`config.mk`:
```
export PLATFORM = sky130hd
export DESIGN_NAME = ifla_front
export DESIGN_NICKNAME = d
export VERILOG_FILES = /design/src/rtl/ifla_pkg.sv /design/src/rtl/ifla_front.sv
export SDC_FILE = /design/constraint.sdc
export NUM_CORES = 1
export LEC_CHECK = 0
export ABC_AREA = 1
export BUFFER_PORTS_ARGS = -buffer_cell sky130_fd_sc_hd__buf_2
export CAP_MARGIN = 40
export CELL_PAD_IN_SITES_DETAIL_PLACEMENT = 1
export CELL_PAD_IN_SITES_GLOBAL_PLACEMENT = 1
export CORE_UTILIZATION = 42
export DETAILED_ROUTE_END_ITERATION = 10
export GPL_TIMING_DRIVEN = 0
export PLACE_DENSITY_LB_ADDON = 0.1
export SYNTH_ARGS = -nofsm -noshare
export SYNTH_HDL_FRONTEND = slang
export SYNTH_SLANG_ARGS = --single-unit
```
`constraint.sdc`:
```
create_clock -name clk_i -period 2.6 [get_ports clk_i]
set_input_delay 0 -clock clk_i [delete_from_list [all_inputs] [get_ports clk_i]]
set_output_delay 0 -clock clk_i [all_outputs]
set_load 0.02 [all_outputs]
```
`src/rtl/ifla_pkg.sv`:
```
// Shared types and constants of the indexed free list allocator.
package ifla_pkg;

  localparam int IdxW   = 10;
  localparam int CountW = 11;
  localparam int CfgW   = 11;

  localparam logic [CountW-1:0] CountMax = {CountW{1'b1}};

  // Request modes as they arrive on the request channel.
  localparam logic MODE_ALLOC = 1'b0;
  localparam logic MODE_FREE  = 1'b1;

  // Operation codes handed from the front to the back.
  localparam logic [1:0] OP_ALLOC  = 2'd0;
  localparam logic [1:0] OP_FREE   = 2'd1;
  localparam logic [1:0] OP_REJECT = 2'd2;

  // Depth of the queue between front and back.
  localparam int QDepth = 2;
  localparam int QPtrW  = 1;

  typedef struct packed {
    logic            mode;
    logic [IdxW-1:0] slot_index;
  } req_t;

  typedef struct packed {
    logic [IdxW-1:0]   granted_index;
    logic              ok;
    logic [CountW-1:0] in_use_count;
  } rsp_t;

  typedef struct packed {
    logic [1:0]      op;
    logic [IdxW-1:0] slot_index;
  } qentry_t;

endpackage

```
`src/rtl/ifla_front.sv`:
```
// Front end: accepts requests, classifies them and queues them for the back end.
module ifla_front #(
  parameter int MaxSlots = 1024,
  parameter int LinkW    = $clog2(MaxSlots + 1)
) (
  input  logic                clk_i,
  input  logic                rst_ni,
  input  logic                req_valid_i,
  output logic                req_ready_o,
  input  ifla_pkg::req_t      req_payload_i,
  input  logic                clearing_i,
  input  logic [LinkW-1:0]    slot_count_i,
  output logic                q_valid_o,
  output ifla_pkg::qentry_t   q_entry_o,
  input  logic                q_pop_i
);
  import ifla_pkg::*;

  localparam int CmpW = (LinkW > IdxW) ? LinkW : IdxW;

  qentry_t           fifo_q [QDepth];
  logic [QPtrW-1:0]  wr_ptr_q, wr_ptr_d;
  logic [QPtrW-1:0]  rd_ptr_q, rd_ptr_d;
  logic [QPtrW:0]    cnt_q, cnt_d;
  logic              push;
  logic              in_range;
  qentry_t           entry;

  assign in_range = CmpW'(req_payload_i.slot_index) < CmpW'(slot_count_i);

  always_comb begin
    entry.slot_index = req_payload_i.slot_index;
    if (req_payload_i.mode == MODE_ALLOC) begin
      entry.op = OP_ALLOC;
    end else if (in_range) begin
      entry.op = OP_FREE;
    end else begin
      entry.op = OP_REJECT;
    end
  end

  // No request is taken while the link store is being rebuilt.
  assign req_ready_o = (cnt_q != (QPtrW+1)'(QDepth)) && !clearing_i;
  assign push        = req_valid_i && req_ready_o;
  assign q_valid_o   = (cnt_q != '0);
  assign q_entry_o   = fifo_q[rd_ptr_q];

  always_comb begin
    wr_ptr_d = push    ? wr_ptr_q + 1'b1 : wr_ptr_q;
    rd_ptr_d = q_pop_i ? rd_ptr_q + 1'b1 : rd_ptr_q;
    cnt_d    = cnt_q;
    if (push && !q_pop_i) begin
      cnt_d = cnt_q + 1'b1;
    end else if (!push && q_pop_i) begin
      cnt_d = cnt_q - 1'b1;
    end
  end

  always_ff @(posedge clk_i or negedge rst_ni) begin
    if (!rst_ni) begin
      wr_ptr_q <= '0;
      rd_ptr_q <= '0;
      cnt_q    <= '0;
    end else begin
      wr_ptr_q <= wr_ptr_d;
      rd_ptr_q <= rd_ptr_d;
      cnt_q    <= cnt_d;
    end
  end

  always_ff @(posedge clk_i) begin
    if (push) begin
      fifo_q[wr_ptr_q] <= entry;
    end
  end

endmodule

```
Word level (Yosys, flattened, before mapping)
Memories as Yosys holds them, arrays and structs flattened.
Index checks and enable logic that the tools add are counted.
{"block": "totals", "ff_bits": 4, "ram_bits": 24, "in_bits": 27, "word_cells": 25, "mem_count": 1}
{"memory": "fifo_q", "depth": 2, "word_bits": 12, "read_ports": 1, "rd_ports_with_merged_regs": 0, "wr": 1, "line": "ifla_front.sv:21", "rtl": "qentry_t fifo_q [QDepth];"}
{"block": "op_classes", "add_sub_neg": 4, "magnitude_cmp": 1, "n_eq_ne": 1, "mux": 6, "n_reduce_logical": 9}
{"op": "10-bit by 11-bit less-than comparator with 1-bit output", "n": 1}
{"op": "2-bit 2-to-1 mux", "n": 4}
{"op": "1-bit logical AND", "n": 4}
{"op": "2-bit nonzero test", "n": 2}
{"op": "1-bit logical NOT", "n": 3}
{"op": "1-bit adder (second input constant)", "n": 2}
{"op": "2-bit by 1-bit adder with 2-bit output (second input constant)", "n": 1}
{"op": "1-bit 2-to-1 mux", "n": 2}
{"op": "2-bit != test (second input constant)", "n": 1}
{"op": "2-bit by 1-bit subtractor with 2-bit output (second input constant)", "n": 1}

Longest topological paths before layout
Gate-level depths: netlist of the first run.
{"block": "logic_depth", "word_depth": 7, "depth_mapped": 10, "ltp_nobuf": 10}

Worst setup path before layout of the first run
No wires, ideal clock.
{"block": "synth_path", "path_kind": "register to register", "startpoint": "reg cnt_q[1]", "endpoint": "mem fifo_q[1][0] (netlist bit), enable pin", "setup_time_ns": 0.380, "arrival_time_ns": 1.282, "required_ns": 2.220, "setup_slack_ns": 0.937, "path_stages_with_launch": 4, "path_buffers": 0, "path_cell_list": "dfrtp_1 > a21oi_4 > nand2_2 > nor2_1"}
{"block": "synth_between", "elab_chain_len": 5}
{"item": "from (decl)", "line": "ifla_front.sv:24", "rtl": "logic [QPtrW:0] cnt_q, cnt_d;"}
{"item": "from (signal assigned)", "line": "ifla_front.sv:67", "rtl": "cnt_q <= cnt_d;"}
{"item": "2-bit != test", "line": "ifla_front.sv:43", "rtl": "assign req_ready_o = (cnt_q != (QPtrW+1)'(QDepth)) && !clearing_i;"}
{"item": "1-bit logical AND", "line": "ifla_front.sv:43"}
{"item": "via req_ready_o", "line": "ifla_front.sv:9", "rtl": "output logic req_ready_o,"}
{"item": "1-bit logical AND", "line": "ifla_front.sv:44", "rtl": "assign push = req_valid_i && req_ready_o;"}
{"item": "1-bit 2-to-1 mux", "line": "ifla_front.sv:72", "rtl": "if (push) begin"}
{"item": "1-bit 2-to-1 mux (not written as such)", "line": "ifla_front.sv:73", "rtl": "fifo_q[wr_ptr_q] <= entry;"}
{"item": "to (decl)", "line": "ifla_front.sv:21"}
The timed path passes the listed nets, and every way through them passes these cells.

Worst setup path after layout of the first run
{"block": "layout_path", "startpoint": "reg cnt_q[0]", "endpoint": "mem fifo_q[1][3] (netlist bit), enable pin"}
{"block": "layout_between", "elab_chain_len": 5}
{"item": "2-bit != test", "line": "ifla_front.sv:43"}
{"item": "1-bit logical AND", "line": "ifla_front.sv:43"}
{"item": "1-bit logical AND", "line": "ifla_front.sv:44"}
{"item": "1-bit 2-to-1 mux", "line": "ifla_front.sv:72"}
{"item": "1-bit 2-to-1 mux (not written as such)", "line": "ifla_front.sv:73"}
Every way passes these cells.

==> flow_summary.ini, run 1 <==
[power]
p_per_area_nw_per_um2 = 784
clkPwrFrac_pct = 19.3
comb_power_share_pct = 39.2
seqPwrFrac_pct = 41.5
swShare_pct = 32.8
p_int_w = 0.00100
p_switching_w = 0.000489
peakVddDrop_uv = 350
p_leak_nw = 0.936

[critical_path]
endpoint_kind = flop
path_max_fanout = 7
crit_path_start_kind = flop
worst_ep_required_time_ns = 2.67
cp.arrival_ns = 1.83
cp-startpoint = cnt_q[0]
path_class = flop to flop
r2r_start = cnt_q[0]

[layout]
fin_util_pct = 60.7
final_common_cell = buf_2
nets = 216
fill_cells = 345
mostFrequentLayoutCells = buf_2 (40), inv_1 (25), edfxtp_1 (24)
drive_above_1_share_pct = 35.4
area_delta_synth_final_pct = 34.5
antenna_cells = 0
fin_cells = 222

[clock_tree]
clockBufferDepth = 2
clkSinkCount = 28
cts_tree = yes
root_buffer = clkbuf_4
cts_setup_buffers = 0
numCtsBuffers = 3
cts_max_level = 1
clk_pin_slew_ns = 0.15
clk_latency_ns = 0.33

[sta]
setup_viol = 0
min_period_ns = 1.77
hold_slack_ns = 0.205
period_share_pct = 68.0
fmax_mhz = 566
hold_violations = 0
fin_skew_ns = 0.00502
fin_setup_tns_ns = 0
drv_slew = 0
max_slew_margin_pct = 57.6
tightest_slew_ns = 0.634
rsz0062_at_grt = no
layout_setup_ws_ns = 0.832

[place]
portBuffers = 40
dpl.cell_count = 202
post-place-ws_ns = 0.804
place_congestion = 0.691
dp_hpwl_mm = 2.05

[grt]
grt_use_met2_pct = 33.0
grt_usage_pct = 17.0
antenna_found_initial = 0
grt_max_degree = 17
grtUsageMet1_pct = 18.8
gr-total-overflow = 0
met3_usage_pct = 2.16
grt.busiest_layer = met2
grt_pass1_wl_mm = 4.35
grt_pass1_vias = 1025

[floorplan]
die_area_um2 = 3600
initial_core_util_pct = 45.2
fp-row-count = 20
pin_count = 41
fp.dieH_um = 60.0
dieWidth_um = 60.0
core_area_um2 = 3130

[worst_hold_path]
min_from = slot_count_i[10]
hold_class = input pin to flop

[logic_synthesis]
synth_seq_cells = 28
synth_warnings = 0
synth_nets = 153
syn_inst = 116
synth_cell_types = 17
yosysTopAreaCellShare_pct = 51.0
ys_seq_area_share_pct = 58.1
synth_area_per_cell_um2 = 12.2
synth.cell_area_um2 = 1410
synth_top_area_cell = edfxtp_1
netlist_top_cells_area = edfxtp_1 (51%), mux2_4 (9.6%), ha_1 (8.9%), dfrtp_1 (7.1%), inv_1 (6.6%)

[job]
maxCapViolCount = 0

[routing]
wl_per_cell_um = 12.8
drt_iter0_markers = 8
vias = 983
wirelength_mm = 2.84
detail-route-antenna-nets = 0
first_pass_iters = 4
vias_per_cell = 4.43
drc = 0

[outcome]
outcome = complete, no violations
## worst max-delay path: stages, from the launching register on
cell     delay, ns
dfrtp_1       0.41
inv_2         0.08
a21oi_4       0.14
nand2_2       0.09
nor2_1        0.50
buf_4         0.27
## final cells by class
type | count | area [um^2] | area share [%]
clock inverter | 1 | 30.0 | 1.58
multi-input combinational | 61 | 483 | 25.4
tap | 44 | 55.1 | 2.90
clock buffer | 3 | 22.5 | 1.19
timing repair buffer | 58 | 379 | 20.0
buffer | 1 | 11.3 | 0.593
inverter | 26 | 97.6 | 5.14
sequential | 28 | 821 | 43.2
## power groups by stage
stage | combinational [W] | clock [W] | sequential [W]
after detailed placement | 0.000569 | 0 | 0.000630
after global placement | 0.000543 | 0 | 0.000624
after global routing | 0.000637 | 0.000304 | 0.000624
final | 0.000585 | 0.000287 | 0.000618
after CTS | 0.000594 | 0.000292 | 0.000619
after floorplan | 0.000410 | 0 | 0.000617
## state kept, by name (all words and copies together), names as in the netlist
signal,count
wr_ptr_q,1
fifo_q,24
rd_ptr_q,1
cnt_q,2
## synthesized netlist by cell type
cell	n
nor2_1	7
inv_1	25
mux2_4	9
ha_1	10
xor2_1	3
xnor2_1	1
a21oi_1	3
a21oi_4	1
nand2_2	1
nor2_2	1
nand3_1	1
mux2_2	3
nand2_1	21
edfxtp_1	24
dfrtp_1	4
inv_2	1
buf_6	1
## routing by layer
metal / share of wire (%) / vias to the layer above
li1: - / 497
met1: 40 / 458
met2: 56 / 26
met3: 3.2 / 2
met4: 0.95 / 0
met5: 0 / -
## cell families (layout without fill, tap and decap cells)
family	count (synthesis)	in the layout	synth area share [%]
compound gates	4	4	2.21
xor+xnor	4	4	2.48
fa+ha+maj	10	10	8.86
buf+inv	27	89	7.71
flops	28	28	58.1
mux	12	12	12.0
simple gates	31	31	8.68
## stage by stage
stage | instance area [um^2] | total power [W]
2_1_floorplan | 1410 | 0.00103
3_3_place_gp | 1670 | 0.00117
3_5_place_dp | 1690 | 0.00120
4_1_cts | 1900 | 0.00150
5_1_grt | 1900 | 0.00157
6_report | 1900 | 0.00149
## path summary, 6_finish.rpt
path                                       to  slack (ns)  depth (start not counted)
min in group asynchronous            cnt_q[0]        0.56                          3
worst min-delay path            fifo_q[1][10]        0.21                          5
worst min register to register       cnt_q[0]        0.52                          1
worst max register to register   fifo_q[1][3]        0.83                          5
max in group asynchronous            wr_ptr_q        1.86                          3
worst max-delay path             fifo_q[1][3]        0.83                          5
## timing repair
| action | CTS | global route |
|---|---|---|
| gates resized for setup | 0 | 0 |
| hold buffers | 16 | 0 |
| endpoints found under the hold margin | 28 | 0 |
Note: power is estimated with default switching activity, not from simulation.
==> inputs of run 2 (changes only) <==
- ABC_AREA: 1 -> 0
- CORE_UTILIZATION: 42 -> 36
- clock period: 2.6 -> 1.5 ns (I/O delays scaled with it)
==> flow_summary.ini, run 2 <==
[routing]
wl_per_cell_um = 13.2
met2WireLength_mm = 1.42
vias_per_cell = 4.54
drt_iter0_markers = 25
met3RoutedLength_um = 104
detail-route-antenna-nets = 0
drc = 0
first_pass_iters = 4
wirelength_mm = 2.64
routed.top_layer = met4
vias = 908
met1_length_mm = 1.08

[clock_tree]
clockBufferDepth = 2
cts_max_level = 1
root_buffer = clkbuf_4
cts_tree = yes
clkSinkCount = 28
clk_pin_slew_ns = 0.15
numCtsBuffers = 3
clk_latency_ns = 0.33

[grt]
grt_usage_pct = 13.9
antenna_found_initial = 0
grt_pass1_vias = 955
grt_max_degree = 16
grt_pass1_wl_mm = 4.11
gr-total-overflow = 0

[power]
p_per_area_nw_per_um2 = 1300
finalPower_w = 0.00240
peakVddDrop_uv = 582
p_leak_nw = 0.813

[sta]
max_slew_margin_pct = 73.8
fmax_mhz = 680
setup_viol = 0
min_period_ns = 1.47
fin_setup_tns_ns = 0
fin_skew_ns = 0.0133
drv_slew = 0
tightest_slew_ns = 0.392
period_share_pct = 98.1
hold_violations = 0

[logic_synthesis]
synth_top_area_cell = edfxtp_1
synthMostInstantiatedCell = edfxtp_1
ys_seq_area_share_pct = 62.7
synth_cell_types = 22
synth_area_per_cell_um2 = 14.6
yosysTopAreaCellShare_pct = 55.0
synth_warnings = 0
netlist_top_cells_area = edfxtp_1 (55%), mux2_2 (10%), ha_1 (9.6%), dfrtp_1 (7.6%), inv_1 (3.4%)
synth.cell_area_um2 = 1310
synth_seq_cells = 28
yosys-top-cells-count = edfxtp_1 (24), inv_1 (12), mux2_2 (12)
synth-edff-count = 24
syn_inst = 90
synth_async_sr_flop_share_pct = 14.3
synth_nets = 127
synth_flop_cell = edfxtp_1

[critical_path]
r2r_slack_ns = 0.09
cp.arrival_ns = 1.58
cp_slowest_stage_delay_ns = 0.53
r2r_cells = 6
slowest_stage = dlygate4sd3_1
worst_ep_required_time_ns = 1.60
r2r_start = cnt_q[1]
cp-endpoint = fifo_q[1][10]
path_depth = 7
path_cells = dlygate4sd3_1, buf_2, ha_4, and4b_1, nand2_1, o22a_1, and3_1
endpoint_kind = flop
path_class = input pin to flop
r2r_end = cnt_q[1]
cp-startpoint = req_payload_i[9]
path_max_fanout = 3
path_delay_family = buffers and inverters
crit_path_start_kind = input pin
crit_buf_inv = 2

[layout]
biggestRegsByFlops = fifo_q x24, cnt_q x2
drive_above_1_share_pct = 45.5
nets = 192
largest_reg_flops = 24
mostFrequentLayoutCells = buf_2 (40), edfxtp_1 (24), dlygate4sd3_1 (15)
multi_input_area_um2 = 498
regMostFlops = fifo_q
final_common_cell = buf_2
area_delta_synth_final_pct = 41.1
fill_cells = 360
antenna_cells = 0
seq_area_um2 = 822

[floorplan]
pin_count = 41
core_area_um2 = 3420
initial_core_util_pct = 38.4
die_area_um2 = 3880
fp.dieH_um = 62.3
dieWidth_um = 62.3
fp-row-count = 21

[worst_hold_path]
hold_class = input pin to flop

[place]
dp_hpwl_mm = 1.75
place_congestion = 0.677
portBuffers = 40

[job]
maxCapViolCount = 0

[outcome]
outcome = complete, no violations
==> run 2: cell types whose count changed after synthesis, sizes merged, moves of 2 or more <==
cell | previous run | this run
a21o | 0 | 2
nand2 | 22 | 4
nor2 | 8 | 2
inv | 26 | 12
and3 | 0 | 2
==> run 2: cells by family after synthesis <==
group,Yosys count,share of synthesized area (%)
AOI/OAI and AO/OA,10,5.06
xor gates and xnor gates,5,3.34
adders and majority gates,10,9.55
buffers and inverters,13,4.01
DFF,28,62.7
muxes,12,10.3
and+or+nand+nor,12,5.06
==> run 2: repair_timing <==
item,4_1_cts,5_1_grt
cloned,0,0
gates resized for setup,1,5
hold buffers,14,1
endpoints found under the setup margin,14,12
pin swaps,0,2
setup buffers,1,4
endpoints found under the hold margin,26,1
==> run 2: worst min path at each step <==
stage | start | to | cells after the start
after global placement | rst_ni | wr_ptr_q | 1
after CTS | req_payload_i[10] | fifo_q[0][10] | 2
final | req_payload_i[10] | fifo_q[0][10] | 2
after detailed placement | rst_ni | wr_ptr_q | 1
after global routing | req_payload_i[10] | fifo_q[0][10] | 2
after floorplan | rst_ni | cnt_q[0] | 0
==> run 2: layer usage <==
| layer | GRT usage, % | vias to the layer above |
|---|---|---|
| li1 | - | 449 |
| met1 | 16.0 | 432 |
| met2 | 25.3 | 23 |
| met3 | 2.76 | 4 |
| met4 | 5.23 | 0 |
| met5 | 0 | - |
==> run 2: final cells by class <==
type                    instances  share of cell area, %
inverters                      12                   2.44
plain buffers                   1                  0.609
repair buffers                 60                   21.0
multi-input cells              49                   26.9
well taps                      46                   3.11
flip-flops and latches         28                   44.5
clock buffers                   4                   1.42
==> run 2: where the power goes <==
group	switching [W]	leakage (nW)	internal, W
Sequential	0.0000754	0.265	0.000998
Clock	0.000217	0.0150	0.000104
Combinational	0.000525	0.533	0.000482
==> run 2: worst reg2reg max path, cell delays in order, from the launching register on <==
cell	delay [ns]
dfrtp_1	0.45
a21oi_4	0.18
nand2_4	0.08
inv_1	0.06
ha_1	0.25
nor2_1	0.14
xor2_1	0.17
==> run 2: metrics by stage <==
| stage | instance area (um^2) | hold slack, ns | instances | setup slack [ns] | utilization [%] |
|---|---|---|---|---|---|
| finish | 1850 | 0.0176 | 200 | 0.0284 | 54.1 |
| global route | 1850 | 0.0102 | 200 | -0.00470 | 54.1 |
| CTS | 1760 | 0.00366 | 195 | 0.00486 | 51.6 |
| detailed placement | 1590 | -0.183 | 176 | 0.0131 | 46.4 |
| global placement | 1590 | -0.191 | 176 | 0.0260 | 46.4 |
| floorplan | 1330 | -0.296 | 90 | 0.0405 | - |
